==> src/rtl/iats_pkg.sv <==
package iats_pkg;

    localparam int unsigned STAT_W      = 16;
    localparam int unsigned SHARP_W     = 20;
    localparam int unsigned OUT_W       = 15;
    localparam int unsigned CFG_ADDR_W  = 3;
    localparam int unsigned CFG_DATA_W  = 20;
    localparam int unsigned IN_TDATA_W  = 72;
    localparam int unsigned OUT_TDATA_W = 128;
    localparam int unsigned RATE_W      = 7;

    // Q8.8 limits
    localparam logic [STAT_W-1:0] MIN_DIVISOR        = 16'd5120;
    localparam logic [STAT_W-1:0] CONTRAST_LOW_BAND  = 16'd11520;
    localparam logic [STAT_W-1:0] CONTRAST_HIGH_BAND = 16'd24320;

    localparam logic [OUT_W-1:0] OUT_MAX = 15'h7fff;

    localparam logic [STAT_W-1:0]  LUMA_GOAL_RST    = 16'd26880;
    localparam logic [STAT_W-1:0]  DARK_THR_RST     = 16'd14080;
    localparam logic [STAT_W-1:0]  BRIGHT_THR_RST   = 16'd42240;
    localparam logic [STAT_W-1:0]  NOISE_THR_RST    = 16'd2048;
    localparam logic [STAT_W-1:0]  LOW_CON_THR_RST  = 16'd10752;
    localparam logic [SHARP_W-1:0] SOFT_THR_RST     = 20'd700;

    typedef enum logic [2:0] {
        PROF_NORMAL       = 3'd0,
        PROF_LOW_LIGHT    = 3'd1,
        PROF_BRIGHT       = 3'd2,
        PROF_HIGH_NOISE   = 3'd3,
        PROF_LOW_CONTRAST = 3'd4,
        PROF_SOFT         = 3'd5
    } profile_t;

    typedef enum logic [CFG_ADDR_W-1:0] {
        CFG_LUMA_GOAL    = 3'd0,
        CFG_DARK_THR     = 3'd1,
        CFG_BRIGHT_THR   = 3'd2,
        CFG_NOISE_THR    = 3'd3,
        CFG_LOW_CON_THR  = 3'd4,
        CFG_SOFT_THR     = 3'd5
    } cfg_idx_t;

    typedef enum logic [1:0] {
        LANE_GAIN    = 2'd0,
        LANE_GAMMA   = 2'd1,
        LANE_DENOISE = 2'd2,
        LANE_SHARPEN = 2'd3
    } lane_t;

    // decimal constant pct/100 in fixed point, halves rounded up
    function automatic longint unsigned fxc(input int unsigned pct, input int unsigned frac);
        return ((64'(pct) << frac) + 64'd50) / 64'd100;
    endfunction

    // smoothing rate in percent per lane
    function automatic logic [RATE_W-1:0] blend_rate(input lane_t lane);
        logic [RATE_W-1:0] r;
        case (lane)
            LANE_GAIN:  r = 7'd18;
            LANE_GAMMA: r = 7'd16;
            default:    r = 7'd22;
        endcase
        return r;
    endfunction

endpackage

==> src/rtl/iats_div.sv <==
module iats_div import iats_pkg::*; #(
    parameter int unsigned FRAC_BITS = 14
) (
    input  logic                     aclk,
    input  logic                     aresetn,
    input  logic                     start,
    input  logic [STAT_W-1:0]        target,
    input  logic [STAT_W-1:0]        divisor,
    output logic                     done,
    output logic [FRAC_BITS+3:0]     quotient
);

    // divisor >= 5120 keeps the quotient below 2^(FRAC_BITS+4), so the
    // top twelve bits of the target start as the partial remainder
    localparam int unsigned QW = FRAC_BITS + 4;
    localparam int unsigned CW = $clog2(QW + 1);

    logic [STAT_W-1:0] rem_reg, rem_next;
    logic [QW-1:0]     quo_reg, quo_next;
    logic [STAT_W-1:0] dvs_reg, dvs_next;
    logic [CW-1:0]     cnt_reg, cnt_next;
    logic              busy_reg, busy_next;
    logic              done_reg, done_next;

    logic [STAT_W:0]   trial;
    logic              fits;

    assign trial = {rem_reg, quo_reg[QW-1]};
    assign fits  = trial >= {1'b0, dvs_reg};

    always_comb begin
        rem_next  = rem_reg;
        quo_next  = quo_reg;
        dvs_next  = dvs_reg;
        cnt_next  = cnt_reg;
        busy_next = busy_reg;
        done_next = 1'b0;
        if (start) begin
            rem_next  = {4'b0, target[STAT_W-1:4]};
            quo_next  = {target[3:0], {FRAC_BITS{1'b0}}};
            dvs_next  = divisor;
            cnt_next  = CW'(QW);
            busy_next = 1'b1;
        end else if (busy_reg) begin
            // one quotient bit per cycle, shifted in where dividend bits leave
            rem_next = fits ? STAT_W'(trial - {1'b0, dvs_reg}) : trial[STAT_W-1:0];
            quo_next = {quo_reg[QW-2:0], fits};
            cnt_next = cnt_reg - CW'(1);
            if (cnt_reg == CW'(1)) begin
                busy_next = 1'b0;
                done_next = 1'b1;
            end
        end
    end

    always_ff @(posedge aclk) begin
        if (!aresetn) begin
            cnt_reg  <= '0;
            busy_reg <= 1'b0;
            done_reg <= 1'b0;
        end else begin
            cnt_reg  <= cnt_next;
            busy_reg <= busy_next;
            done_reg <= done_next;
        end
    end

    always_ff @(posedge aclk) begin
        rem_reg <= rem_next;
        quo_reg <= quo_next;
        dvs_reg <= dvs_next;
    end

    assign done     = done_reg;
    assign quotient = quo_reg;

endmodule

==> src/rtl/iats_select.sv <==
module iats_select import iats_pkg::*; #(
    parameter int unsigned FRAC_BITS = 14
) (
    input  logic                 aclk,
    input  logic                 load,
    input  logic [STAT_W-1:0]    brightness,
    input  logic [STAT_W-1:0]    contrast_level,
    input  logic [STAT_W-1:0]    noise_level,
    input  logic [SHARP_W-1:0]   sharpness_level,
    input  logic [STAT_W-1:0]    dark_thr,
    input  logic [STAT_W-1:0]    bright_thr,
    input  logic [STAT_W-1:0]    noise_thr,
    input  logic [STAT_W-1:0]    low_con_thr,
    input  logic [SHARP_W-1:0]   soft_thr,
    output profile_t             profile,
    output logic [FRAC_BITS:0]   prop_gamma,
    output logic [FRAC_BITS:0]   prop_denoise,
    output logic [FRAC_BITS:0]   prop_sharpen,
    output logic [FRAC_BITS:0]   shadow,
    output logic [FRAC_BITS:0]   highlight,
    output logic [FRAC_BITS:0]   tone,
    output logic                 local_eq,
    output logic [FRAC_BITS:0]   contrast_factor
);

    localparam int unsigned SW = FRAC_BITS + 1;

    profile_t        prof;
    logic [SW-1:0]   gamma_c, denoise_c, sharpen_c, shadow_c, highlight_c, tone_c, cf_c;
    logic            leq_c;

    profile_t        profile_reg;
    logic [SW-1:0]   gamma_reg, denoise_reg, sharpen_reg, shadow_reg, highlight_reg;
    logic [SW-1:0]   tone_reg, cf_reg;
    logic            leq_reg;

    // first match wins
    always_comb begin
        if (brightness < dark_thr) begin
            prof = PROF_LOW_LIGHT;
        end else if (brightness > bright_thr) begin
            prof = PROF_BRIGHT;
        end else if (noise_level > noise_thr) begin
            prof = PROF_HIGH_NOISE;
        end else if (contrast_level < low_con_thr) begin
            prof = PROF_LOW_CONTRAST;
        end else if (sharpness_level < soft_thr) begin
            prof = PROF_SOFT;
        end else begin
            prof = PROF_NORMAL;
        end
    end

    always_comb begin
        case (prof)
            PROF_LOW_LIGHT: begin
                gamma_c     = SW'(fxc(72, FRAC_BITS));
                denoise_c   = SW'(fxc(45, FRAC_BITS));
                sharpen_c   = SW'(fxc(12, FRAC_BITS));
                shadow_c    = SW'(fxc(20, FRAC_BITS));
                highlight_c = SW'(fxc(12, FRAC_BITS));
                tone_c      = SW'(fxc(45, FRAC_BITS));
                leq_c       = 1'b1;
            end
            PROF_BRIGHT: begin
                gamma_c     = SW'(fxc(118, FRAC_BITS));
                denoise_c   = SW'(fxc(5, FRAC_BITS));
                sharpen_c   = SW'(fxc(8, FRAC_BITS));
                shadow_c    = SW'(fxc(2, FRAC_BITS));
                highlight_c = SW'(fxc(32, FRAC_BITS));
                tone_c      = SW'(fxc(42, FRAC_BITS));
                leq_c       = 1'b0;
            end
            PROF_HIGH_NOISE: begin
                gamma_c     = SW'(fxc(82, FRAC_BITS));
                denoise_c   = SW'(fxc(38, FRAC_BITS));
                sharpen_c   = SW'(fxc(14, FRAC_BITS));
                shadow_c    = SW'(fxc(8, FRAC_BITS));
                highlight_c = SW'(fxc(15, FRAC_BITS));
                tone_c      = SW'(fxc(34, FRAC_BITS));
                leq_c       = 1'b0;
            end
            PROF_LOW_CONTRAST: begin
                gamma_c     = SW'(fxc(90, FRAC_BITS));
                denoise_c   = SW'(fxc(12, FRAC_BITS));
                sharpen_c   = SW'(fxc(18, FRAC_BITS));
                shadow_c    = SW'(fxc(7, FRAC_BITS));
                highlight_c = SW'(fxc(10, FRAC_BITS));
                tone_c      = SW'(fxc(48, FRAC_BITS));
                leq_c       = 1'b1;
            end
            PROF_SOFT: begin
                gamma_c     = SW'(fxc(95, FRAC_BITS));
                denoise_c   = SW'(fxc(8, FRAC_BITS));
                sharpen_c   = SW'(fxc(28, FRAC_BITS));
                shadow_c    = SW'(fxc(4, FRAC_BITS));
                highlight_c = SW'(fxc(8, FRAC_BITS));
                tone_c      = SW'(fxc(30, FRAC_BITS));
                leq_c       = 1'b0;
            end
            default: begin
                gamma_c     = SW'(fxc(100, FRAC_BITS));
                denoise_c   = '0;
                sharpen_c   = SW'(fxc(12, FRAC_BITS));
                shadow_c    = '0;
                highlight_c = '0;
                tone_c      = SW'(fxc(25, FRAC_BITS));
                leq_c       = 1'b0;
            end
        endcase
    end

    always_comb begin
        if (contrast_level < CONTRAST_LOW_BAND) begin
            cf_c = SW'(fxc(108, FRAC_BITS));
        end else if (contrast_level > CONTRAST_HIGH_BAND) begin
            cf_c = SW'(fxc(96, FRAC_BITS));
        end else begin
            cf_c = SW'(fxc(102, FRAC_BITS));
        end
    end

    always_ff @(posedge aclk) begin
        if (load) begin
            profile_reg   <= prof;
            gamma_reg     <= gamma_c;
            denoise_reg   <= denoise_c;
            sharpen_reg   <= sharpen_c;
            shadow_reg    <= shadow_c;
            highlight_reg <= highlight_c;
            tone_reg      <= tone_c;
            leq_reg       <= leq_c;
            cf_reg        <= cf_c;
        end
    end

    assign profile         = profile_reg;
    assign prop_gamma      = gamma_reg;
    assign prop_denoise    = denoise_reg;
    assign prop_sharpen    = sharpen_reg;
    assign shadow          = shadow_reg;
    assign highlight       = highlight_reg;
    assign tone            = tone_reg;
    assign local_eq        = leq_reg;
    assign contrast_factor = cf_reg;

endmodule

==> src/rtl/iats_blend.sv <==
module iats_blend import iats_pkg::*; #(
    parameter int unsigned FRAC_BITS = 14
) (
    input  logic                 aclk,
    input  logic                 aresetn,
    input  logic                 start,
    input  logic [FRAC_BITS:0]   prop_gain,
    input  logic [FRAC_BITS:0]   prop_gamma,
    input  logic [FRAC_BITS:0]   prop_denoise,
    input  logic [FRAC_BITS:0]   prop_sharpen,
    output logic                 done,
    output logic [FRAC_BITS:0]   avg_gain,
    output logic [FRAC_BITS:0]   avg_gamma,
    output logic [FRAC_BITS:0]   avg_denoise,
    output logic [FRAC_BITS:0]   avg_sharpen
);

    localparam int unsigned SW   = FRAC_BITS + 1;
    // prev*(100-r) + prop*r + 50 stays below 200 * 2^FRAC_BITS
    localparam int unsigned NB   = FRAC_BITS + 8;
    localparam int unsigned K100 = NB + 7;
    localparam int unsigned MW   = NB + 1;
    localparam int unsigned PW   = NB + MW;
    localparam longint unsigned M100 = ((64'd1 << K100) + 64'd99) / 64'd100;
    localparam logic [MW-1:0] M100_W = MW'(M100);

    logic [SW-1:0]   avg_reg [4];
    logic [SW-1:0]   prop_reg [4];
    logic            issue_reg;
    lane_t           lane_reg;
    logic            primed_reg;
    logic            done_reg;

    logic            a_vld_reg;
    lane_t           a_lane_reg;
    logic            a_load_reg;
    logic [SW-1:0]   a_prop_reg;
    logic [NB-1:0]   a_num_reg;

    logic [SW-1:0]     avg_sel, prop_sel;
    logic [RATE_W-1:0] rate;
    logic [NB-1:0]     num_next;
    logic [PW-1:0]     prod;
    logic [SW-1:0]     wb_value;

    assign avg_sel  = avg_reg[lane_reg];
    assign prop_sel = prop_reg[lane_reg];
    assign rate     = blend_rate(lane_reg);
    assign num_next = NB'(avg_sel) * NB'(7'd100 - rate) + NB'(prop_sel) * NB'(rate) + NB'(50);

    // divide by 100 as a multiply by the reciprocal, exact over the numerator range
    assign prod     = PW'(a_num_reg) * PW'(M100_W);
    assign wb_value = a_load_reg ? a_prop_reg : prod[K100 +: SW];

    always_ff @(posedge aclk) begin
        if (!aresetn) begin
            issue_reg  <= 1'b0;
            lane_reg   <= LANE_GAIN;
            primed_reg <= 1'b0;
            done_reg   <= 1'b0;
            a_vld_reg  <= 1'b0;
            avg_reg[LANE_GAIN]    <= SW'(fxc(100, FRAC_BITS));
            avg_reg[LANE_GAMMA]   <= SW'(fxc(100, FRAC_BITS));
            avg_reg[LANE_DENOISE] <= '0;
            avg_reg[LANE_SHARPEN] <= SW'(fxc(10, FRAC_BITS));
        end else begin
            a_vld_reg <= issue_reg;
            done_reg  <= a_vld_reg && (a_lane_reg == LANE_SHARPEN);
            if (start) begin
                issue_reg <= 1'b1;
                lane_reg  <= LANE_GAIN;
            end else if (issue_reg) begin
                lane_reg <= lane_t'(lane_reg + 2'd1);
                if (lane_reg == LANE_SHARPEN) begin
                    issue_reg <= 1'b0;
                end
            end
            if (a_vld_reg) begin
                avg_reg[a_lane_reg] <= wb_value;
                if (a_lane_reg == LANE_SHARPEN) begin
                    primed_reg <= 1'b1;
                end
            end
        end
    end

    always_ff @(posedge aclk) begin
        if (start) begin
            prop_reg[LANE_GAIN]    <= prop_gain;
            prop_reg[LANE_GAMMA]   <= prop_gamma;
            prop_reg[LANE_DENOISE] <= prop_denoise;
            prop_reg[LANE_SHARPEN] <= prop_sharpen;
        end
        // first frame after reset loads the proposal as is
        a_lane_reg <= lane_reg;
        a_load_reg <= !primed_reg;
        a_prop_reg <= prop_sel;
        a_num_reg  <= num_next;
    end

    assign done        = done_reg;
    assign avg_gain    = avg_reg[LANE_GAIN];
    assign avg_gamma   = avg_reg[LANE_GAMMA];
    assign avg_denoise = avg_reg[LANE_DENOISE];
    assign avg_sharpen = avg_reg[LANE_SHARPEN];

endmodule

==> src/rtl/isp_auto_tune_selector_core.sv <==
// the gain divider retires one quotient bit per cycle, then gain scaling runs in ST_MUL and
// ST_QUO and the four smoothing lanes share one unit, one a cycle
// a new request is taken only in ST_IDLE, once the last result has entered the output register
// reset: aresetn low clears control, loads threshold defaults and restores the smoothing
// state to its start values; the next frame after reset loads the proposals directly
module isp_auto_tune_selector_core import iats_pkg::*; #(
    parameter int unsigned FRAC_BITS = 14
) (
    input  logic                     aclk,
    input  logic                     aresetn,
    input  logic                     s_axis_tvalid,
    output logic                     s_axis_tready,
    // brightness, contrast_level, noise_level, sharpness_level, zero pad
    input  logic [IN_TDATA_W-1:0]    s_axis_tdata,
    output logic                     m_axis_tvalid,
    input  logic                     m_axis_tready,
    // profile, exposure_gain, gamma_value, denoise_amount, sharpen_level, shadow_boost,
    // highlight_squeeze, tone_weight, local_eq_enable, contrast_factor, zero pad
    output logic [OUT_TDATA_W-1:0]   m_axis_tdata,
    input  logic                     cfg_valid,
    output logic                     cfg_ready,
    input  logic [CFG_ADDR_W-1:0]    cfg_addr,
    input  logic [CFG_DATA_W-1:0]    cfg_data
);

    localparam int unsigned SW  = FRAC_BITS + 1;
    localparam int unsigned QW  = FRAC_BITS + 4;
    // clamped gain times 11 or 9
    localparam int unsigned XW  = FRAC_BITS + 5;
    localparam int unsigned K10 = XW + 4;
    localparam int unsigned MW10 = XW + 1;
    localparam int unsigned PW10 = XW + MW10;
    localparam longint unsigned M10 = ((64'd1 << K10) + 64'd9) / 64'd10;
    localparam logic [MW10-1:0] M10_W = MW10'(M10);

    typedef enum logic [5:0] {
        ST_IDLE  = 6'b000001,
        ST_DIV   = 6'b000010,
        ST_MUL   = 6'b000100,
        ST_QUO   = 6'b001000,
        ST_BLEND = 6'b010000,
        ST_OUT   = 6'b100000
    } state_t;

    state_t state_reg, state_next;

    logic [STAT_W-1:0]  luma_goal_reg, dark_thr_reg, bright_thr_reg;
    logic [STAT_W-1:0]  noise_thr_reg, low_con_thr_reg;
    logic [SHARP_W-1:0] soft_thr_reg;

    logic               accept;
    logic [STAT_W-1:0]  in_bright, in_contrast, in_noise, divisor;
    logic [SHARP_W-1:0] in_sharp;

    profile_t           sel_profile;
    logic [SW-1:0]      sel_gamma, sel_denoise, sel_sharpen, sel_shadow, sel_highlight;
    logic [SW-1:0]      sel_tone, sel_cf;
    logic               sel_leq;

    logic               div_done;
    logic [QW-1:0]      div_q;
    logic [QW-1:0]      gain_lim;
    logic [SW-1:0]      gc_reg;
    logic [XW-1:0]      x_reg;
    logic [3:0]         scale;
    logic [PW10-1:0]    prod10;
    logic [SW-1:0]      y_scaled, prop_gain;

    logic               blend_start, blend_done;
    logic [SW-1:0]      avg_gain, avg_gamma, avg_denoise, avg_sharpen;

    logic               m_valid_reg;
    logic [OUT_TDATA_W-1:0] m_data_reg;
    logic               out_load;

    function automatic logic [SW-1:0] clamp_sw(input logic [SW-1:0] v,
                                               input logic [SW-1:0] lo,
                                               input logic [SW-1:0] hi);
        logic [SW-1:0] r;
        r = v;
        if (v < lo) begin
            r = lo;
        end else if (v > hi) begin
            r = hi;
        end
        return r;
    endfunction

    function automatic logic [OUT_W-1:0] sat_out(input logic [SW-1:0] v);
        logic [31:0] w;
        w = 32'(v);
        if (w > 32'(OUT_MAX)) begin
            return OUT_MAX;
        end
        return w[OUT_W-1:0];
    endfunction

    assign in_bright   = s_axis_tdata[15:0];
    assign in_contrast = s_axis_tdata[31:16];
    assign in_noise    = s_axis_tdata[47:32];
    assign in_sharp    = s_axis_tdata[67:48];
    assign divisor     = (in_bright > MIN_DIVISOR) ? in_bright : MIN_DIVISOR;

    assign s_axis_tready = (state_reg == ST_IDLE);
    assign accept        = s_axis_tvalid && s_axis_tready;
    assign cfg_ready     = 1'b1;

    always_ff @(posedge aclk) begin
        if (!aresetn) begin
            luma_goal_reg   <= LUMA_GOAL_RST;
            dark_thr_reg    <= DARK_THR_RST;
            bright_thr_reg  <= BRIGHT_THR_RST;
            noise_thr_reg   <= NOISE_THR_RST;
            low_con_thr_reg <= LOW_CON_THR_RST;
            soft_thr_reg    <= SOFT_THR_RST;
        end else if (cfg_valid) begin
            case (cfg_idx_t'(cfg_addr))
                CFG_LUMA_GOAL:   luma_goal_reg   <= cfg_data[STAT_W-1:0];
                CFG_DARK_THR:    dark_thr_reg    <= cfg_data[STAT_W-1:0];
                CFG_BRIGHT_THR:  bright_thr_reg  <= cfg_data[STAT_W-1:0];
                CFG_NOISE_THR:   noise_thr_reg   <= cfg_data[STAT_W-1:0];
                CFG_LOW_CON_THR: low_con_thr_reg <= cfg_data[STAT_W-1:0];
                CFG_SOFT_THR:    soft_thr_reg    <= cfg_data[SHARP_W-1:0];
                default: ;
            endcase
        end
    end

    iats_select #(.FRAC_BITS(FRAC_BITS)) u_select (
        .aclk            (aclk),
        .load            (accept),
        .brightness      (in_bright),
        .contrast_level  (in_contrast),
        .noise_level     (in_noise),
        .sharpness_level (in_sharp),
        .dark_thr        (dark_thr_reg),
        .bright_thr      (bright_thr_reg),
        .noise_thr       (noise_thr_reg),
        .low_con_thr     (low_con_thr_reg),
        .soft_thr        (soft_thr_reg),
        .profile         (sel_profile),
        .prop_gamma      (sel_gamma),
        .prop_denoise    (sel_denoise),
        .prop_sharpen    (sel_sharpen),
        .shadow          (sel_shadow),
        .highlight       (sel_highlight),
        .tone            (sel_tone),
        .local_eq        (sel_leq),
        .contrast_factor (sel_cf)
    );

    iats_div #(.FRAC_BITS(FRAC_BITS)) u_div (
        .aclk     (aclk),
        .aresetn  (aresetn),
        .start    (accept),
        .target   (luma_goal_reg),
        .divisor  (divisor),
        .done     (div_done),
        .quotient (div_q)
    );

    // first gain clamp
    always_comb begin
        gain_lim = div_q;
        if (div_q < QW'(fxc(70, FRAC_BITS))) begin
            gain_lim = QW'(fxc(70, FRAC_BITS));
        end else if (div_q > QW'(fxc(155, FRAC_BITS))) begin
            gain_lim = QW'(fxc(155, FRAC_BITS));
        end
    end

    assign scale = (sel_profile == PROF_BRIGHT) ? 4'd9 : 4'd11;

    always_ff @(posedge aclk) begin
        if (state_reg == ST_MUL) begin
            gc_reg <= SW'(gain_lim);
            x_reg  <= XW'(gain_lim) * XW'(scale);
        end
    end

    // divide by 10 through the reciprocal
    assign prod10   = PW10'(x_reg) * PW10'(M10_W);
    assign y_scaled = prod10[K10 +: SW];

    always_comb begin
        case (sel_profile)
            PROF_LOW_LIGHT: prop_gain = clamp_sw(y_scaled, SW'(fxc(110, FRAC_BITS)),
                                                 SW'(fxc(165, FRAC_BITS)));
            PROF_BRIGHT:    prop_gain = clamp_sw(y_scaled, SW'(fxc(60, FRAC_BITS)),
                                                 SW'(fxc(100, FRAC_BITS)));
            default:        prop_gain = gc_reg;
        endcase
    end

    assign blend_start = (state_reg == ST_QUO);

    iats_blend #(.FRAC_BITS(FRAC_BITS)) u_blend (
        .aclk         (aclk),
        .aresetn      (aresetn),
        .start        (blend_start),
        .prop_gain    (prop_gain),
        .prop_gamma   (sel_gamma),
        .prop_denoise (sel_denoise),
        .prop_sharpen (sel_sharpen),
        .done         (blend_done),
        .avg_gain     (avg_gain),
        .avg_gamma    (avg_gamma),
        .avg_denoise  (avg_denoise),
        .avg_sharpen  (avg_sharpen)
    );

    assign out_load = (state_reg == ST_OUT) && (!m_valid_reg || m_axis_tready);

    always_comb begin
        state_next = state_reg;
        case (state_reg)
            ST_IDLE:  if (accept) state_next = ST_DIV;
            ST_DIV:   if (div_done) state_next = ST_MUL;
            ST_MUL:   state_next = ST_QUO;
            ST_QUO:   state_next = ST_BLEND;
            ST_BLEND: if (blend_done) state_next = ST_OUT;
            ST_OUT:   if (out_load) state_next = ST_IDLE;
            default:  state_next = ST_IDLE;
        endcase
    end

    always_ff @(posedge aclk) begin
        if (!aresetn) begin
            state_reg   <= ST_IDLE;
            m_valid_reg <= 1'b0;
        end else begin
            state_reg <= state_next;
            if (out_load) begin
                m_valid_reg <= 1'b1;
            end else if (m_axis_tready) begin
                m_valid_reg <= 1'b0;
            end
        end
    end

    always_ff @(posedge aclk) begin
        if (out_load) begin
            m_data_reg <= {
                4'b0,
                sat_out(sel_cf),
                sel_leq,
                sat_out(sel_tone),
                sat_out(sel_highlight),
                sat_out(sel_shadow),
                sat_out(clamp_sw(avg_sharpen, '0, SW'(fxc(45, FRAC_BITS)))),
                sat_out(clamp_sw(avg_denoise, '0, SW'(fxc(70, FRAC_BITS)))),
                sat_out(clamp_sw(avg_gamma, SW'(fxc(65, FRAC_BITS)),
                                 SW'(fxc(135, FRAC_BITS)))),
                sat_out(clamp_sw(avg_gain, SW'(fxc(60, FRAC_BITS)),
                                 SW'(fxc(165, FRAC_BITS)))),
                sel_profile
            };
        end
    end

    assign m_axis_tvalid = m_valid_reg;
    assign m_axis_tdata  = m_data_reg;

endmodule

==> config.mk <==
export PLATFORM = sky130hd
export DESIGN_NAME = isp_auto_tune_selector_core
export DESIGN_NICKNAME = d
export VERILOG_FILES = /design/src/rtl/iats_pkg.sv /design/src/rtl/iats_div.sv /design/src/rtl/iats_select.sv /design/src/rtl/iats_blend.sv /design/src/rtl/isp_auto_tune_selector_core.sv
export SDC_FILE = /design/constraint.sdc
export NUM_CORES = 2
export LEC_CHECK = 0
export BUFFER_PORTS_ARGS = -buffer_cell sky130_fd_sc_hd__clkbuf_2
export CAP_MARGIN = 20
export CORE_MARGIN = 3
export CORE_UTILIZATION = 55
export DETAILED_ROUTE_END_ITERATION = 8
export PLACE_DENSITY_LB_ADDON = 0.12
export SLEW_MARGIN = 20
export SYNTH_ARGS = -nofsm -noshare
export SYNTH_HDL_FRONTEND = slang
export SYNTH_SLANG_ARGS = --single-unit
==> constraint.sdc <==
create_clock -name aclk -period 15.3 [get_ports aclk]
set_input_delay 1.53 -clock aclk [delete_from_list [all_inputs] [get_ports aclk]]
set_output_delay 1.53 -clock aclk [all_outputs]
set_load 0.05 [all_outputs]
==> impl_metrics.yaml <==
floorplanning:
  die_w_microns: 281
  io_pins: 231
  die_h_microns: 281
  rows: 100
  initial_core_util_pct: 55.7
  core_area_sq_mm: 0.0747
  floorplan.die_area_sq_mm: 0.0790
timing:
  period_minus_slack_ns: 7.81
  rsz0062_at_grt: "no"
  hold_viol: 0
  skew_ns: 0.0239
  max_freq_mhz: 128
  slew_headroom_pct: 37.1
  drv_slew: 0
  setup_tns_ns: 0
  worstMarginPinSlew_ns: 0.938
  setup_viol: 0
  period_share_pct: 51.0
final_layout:
  num_antenna_cells: 0
  final_cell_mix: "inv_1, ha_1, nand2_1, fa_1, edfxtp_1"
  final_common_cell: "inv_1"
  finish.net_count: 5248
  drive_gt1_share_pct: 8.94
  seq_area_sq_mm: 0.0131
  areaGrowthSynthToFinish_pct: 8.60
  fill_cells: 6328
  largest_register_ffs: 96
  multiInputGateArea_sq_mm: 0.0254
job:
  cap_violations: 0
drt:
  drtIter0Drc: 1437
  vias: 28200
  post-route-drc-count: 0
  drt-total-wl_mm: 94.7
  viasPerCell: 5.45
  wl_per_cell_microns: 18.3
  ant_nets: 0
  dr.pass1.iters: 5
worst_setup_path:
  cp-end-kind: "flop"
  critical_path.slowest_cell: "mux4_2"
  worst_ep_arrival_time_ns: 8.27
  crit_type: "flop to flop"
  worst-path-max-fanout: 17
  start_kind: "flop"
  crit_path_frequent_cell: "inv_1"
  cp_top_family: "adder cells"
  path_buf_inv: 6
  cp.required_ns: 15.77
  cp_slowest_stage_delay_ns: 0.67
global_routing:
  grt_pass1_vias: 28477
  grt-ovfl-total: 0
  antenna_found_initial: 0
  grt_pass1_wl_mm: 153
  grt_max_degree: 74
  grtUsageTotal_pct: 24.6
clock_network:
  clockBufferDepth: 3
  cts_max_level: 2
  cts_buffers: 50
  cts_root_buf: "clkbuf_16"
  clkLatencyLatePin_ns: 0.59
  clkSlewWorstSetupHoldPaths_ns: 0.07
  cts_hold_buf: 0
  post_cts_buffers: 0
  postCtsResizedCells: 0
  clkSinkCount: 497
  cts_tree: "built"
synth:
  syn_area_sq_mm: 0.0416
  yosysWarnings: 0
  synthFlopType: "edfxtp_1"
  synth.distinct_cells: 91
  synth_edf_count: 318
  syn_inst: 3984
  ys_seq_elements: 497
  avgSynthCellArea_sq_um: 10.4
  yosysTopAreaCell: "edfxtp_1"
  ys_async_sr_fraction_pct: 0
  seq_area_frac_synth_pct: 31.5
  yosysTopAreaCellShare_pct: 22.9
  yosys-top-cells-area: "edfxtp_1, ha_1, fa_1, dfxtp_1, inv_1"
placement:
  gp_congestion: 0.898
  numPortBuffers: 210
  post-dp-hpwl_mm: 76.2
status:
  status: "finished, final reports clean"
worst_hold_path:
  hp-class: "flop to flop"
final timing paths:
kind                            depth (start not counted)                start                     to  slack, ns
worst min-delay path                                    0  u_blend.lane_reg[1]  u_blend.a_lane_reg[1]       0.37
worst min register to register                          0  u_blend.lane_reg[1]  u_blend.a_lane_reg[1]       0.37
worst max register to register                         27                 flop  u_blend.a_num_reg[21]       7.49
worst max-delay path                                   27                 flop  u_blend.a_num_reg[21]       7.49
worst reg2reg max path, stage by stage (launching register included):
cell and delay, ns:
dfxtp_2 0.64, mux4_2 0.68, ha_1 0.32, inv_1 0.05
fa_1 0.52, inv_1 0.04, ha_1 0.29, inv_1 0.06
fa_1 0.54, inv_1 0.05, ha_1 0.29, ha_1 0.29
inv_1 0.07, fa_1 0.43, fa_1 0.54, inv_1 0.04
ha_1 0.32, nor2b_1 0.14, o21ai_0 0.21, a21boi_0 0.16
o21ai_0 0.27, a21oi_1 0.13, o21a_1 0.23, o31a_1 0.28
o41a_1 0.34, a41o_1 0.27, o41ai_1 0.34, xnor2_1 0.13
cell usage after synthesis, types with 17 or more instances:
library cell / n
a31oi_1: 17
a21oi_1: 109
a211oi_1: 19
nand2_1: 351
a21boi_0: 89
mux2i_1: 33
and3_1: 22
ha_1: 631
mux4_2: 27
nand2b_1: 51
o211ai_1: 36
dfxtp_1: 179
nor3_1: 31
fa_1: 351
buf_4: 33
o21ai_0: 110
xor2_1: 19
nand4_1: 25
clkbuf_1: 81
xnor2_1: 57
and2_1: 66
o21a_1: 38
nor2_1: 193
edfxtp_1: 318
inv_1: 698
a21o_1: 70
nand3_1: 55
nor2b_1: 50
routing by layer:
layer | global-route usage [%] | part of all wire, % | wire length, microns
met4 | 6.12 | 2.5 | 2350
met1 | 33.3 | 44 | 41400
met5 | 0 | 0 | 0
met3 | 2.77 | 4.3 | 4100
met2 | 42.3 | 49 | 46800
cells by family (layout without fill, tap and decap cells):
kind of cell,count (synthesis),after routing,share of synthesized area (%)
other,2,28,0.0180
buffers and inverters,822,1018,7.73
DFF,497,497,31.5
muxes,65,65,2.39
AOI/OAI and AO/OA,606,606,10.1
xor gates and xnor gates,78,78,1.68
and+or+nand+nor,931,931,10.7
adders and majority gates,983,983,35.9
area by class of cell:
type | instances | share of cell area (%)
clock buffers | 63 | 2.94
flip-flops and latches | 497 | 29.1
inverters | 698 | 5.80
well taps | 969 | 2.68
repair buffers | 228 | 2.63
clock inverters | 29 | 0.711
multi-input cells | 2691 | 56.2
stage by stage:
stage	util (%)	instances	area, sq um	hold WS (ns)	setup slack, ns
after detailed placement	58.3	5083	43600	0.373	7.49
after global routing	60.5	5175	45200	0.390	6.89
after global placement	58.3	5083	43600	0.360	7.61
after floorplan	-	4010	41700	0.352	7.96
final	60.5	5175	45200	0.371	7.49
after CTS	60.5	5175	45200	0.368	7.49
Power is left out: the tool's default activity adds up to more than one toggle a clock period on the data nets, which glitch-free logic cannot reach.
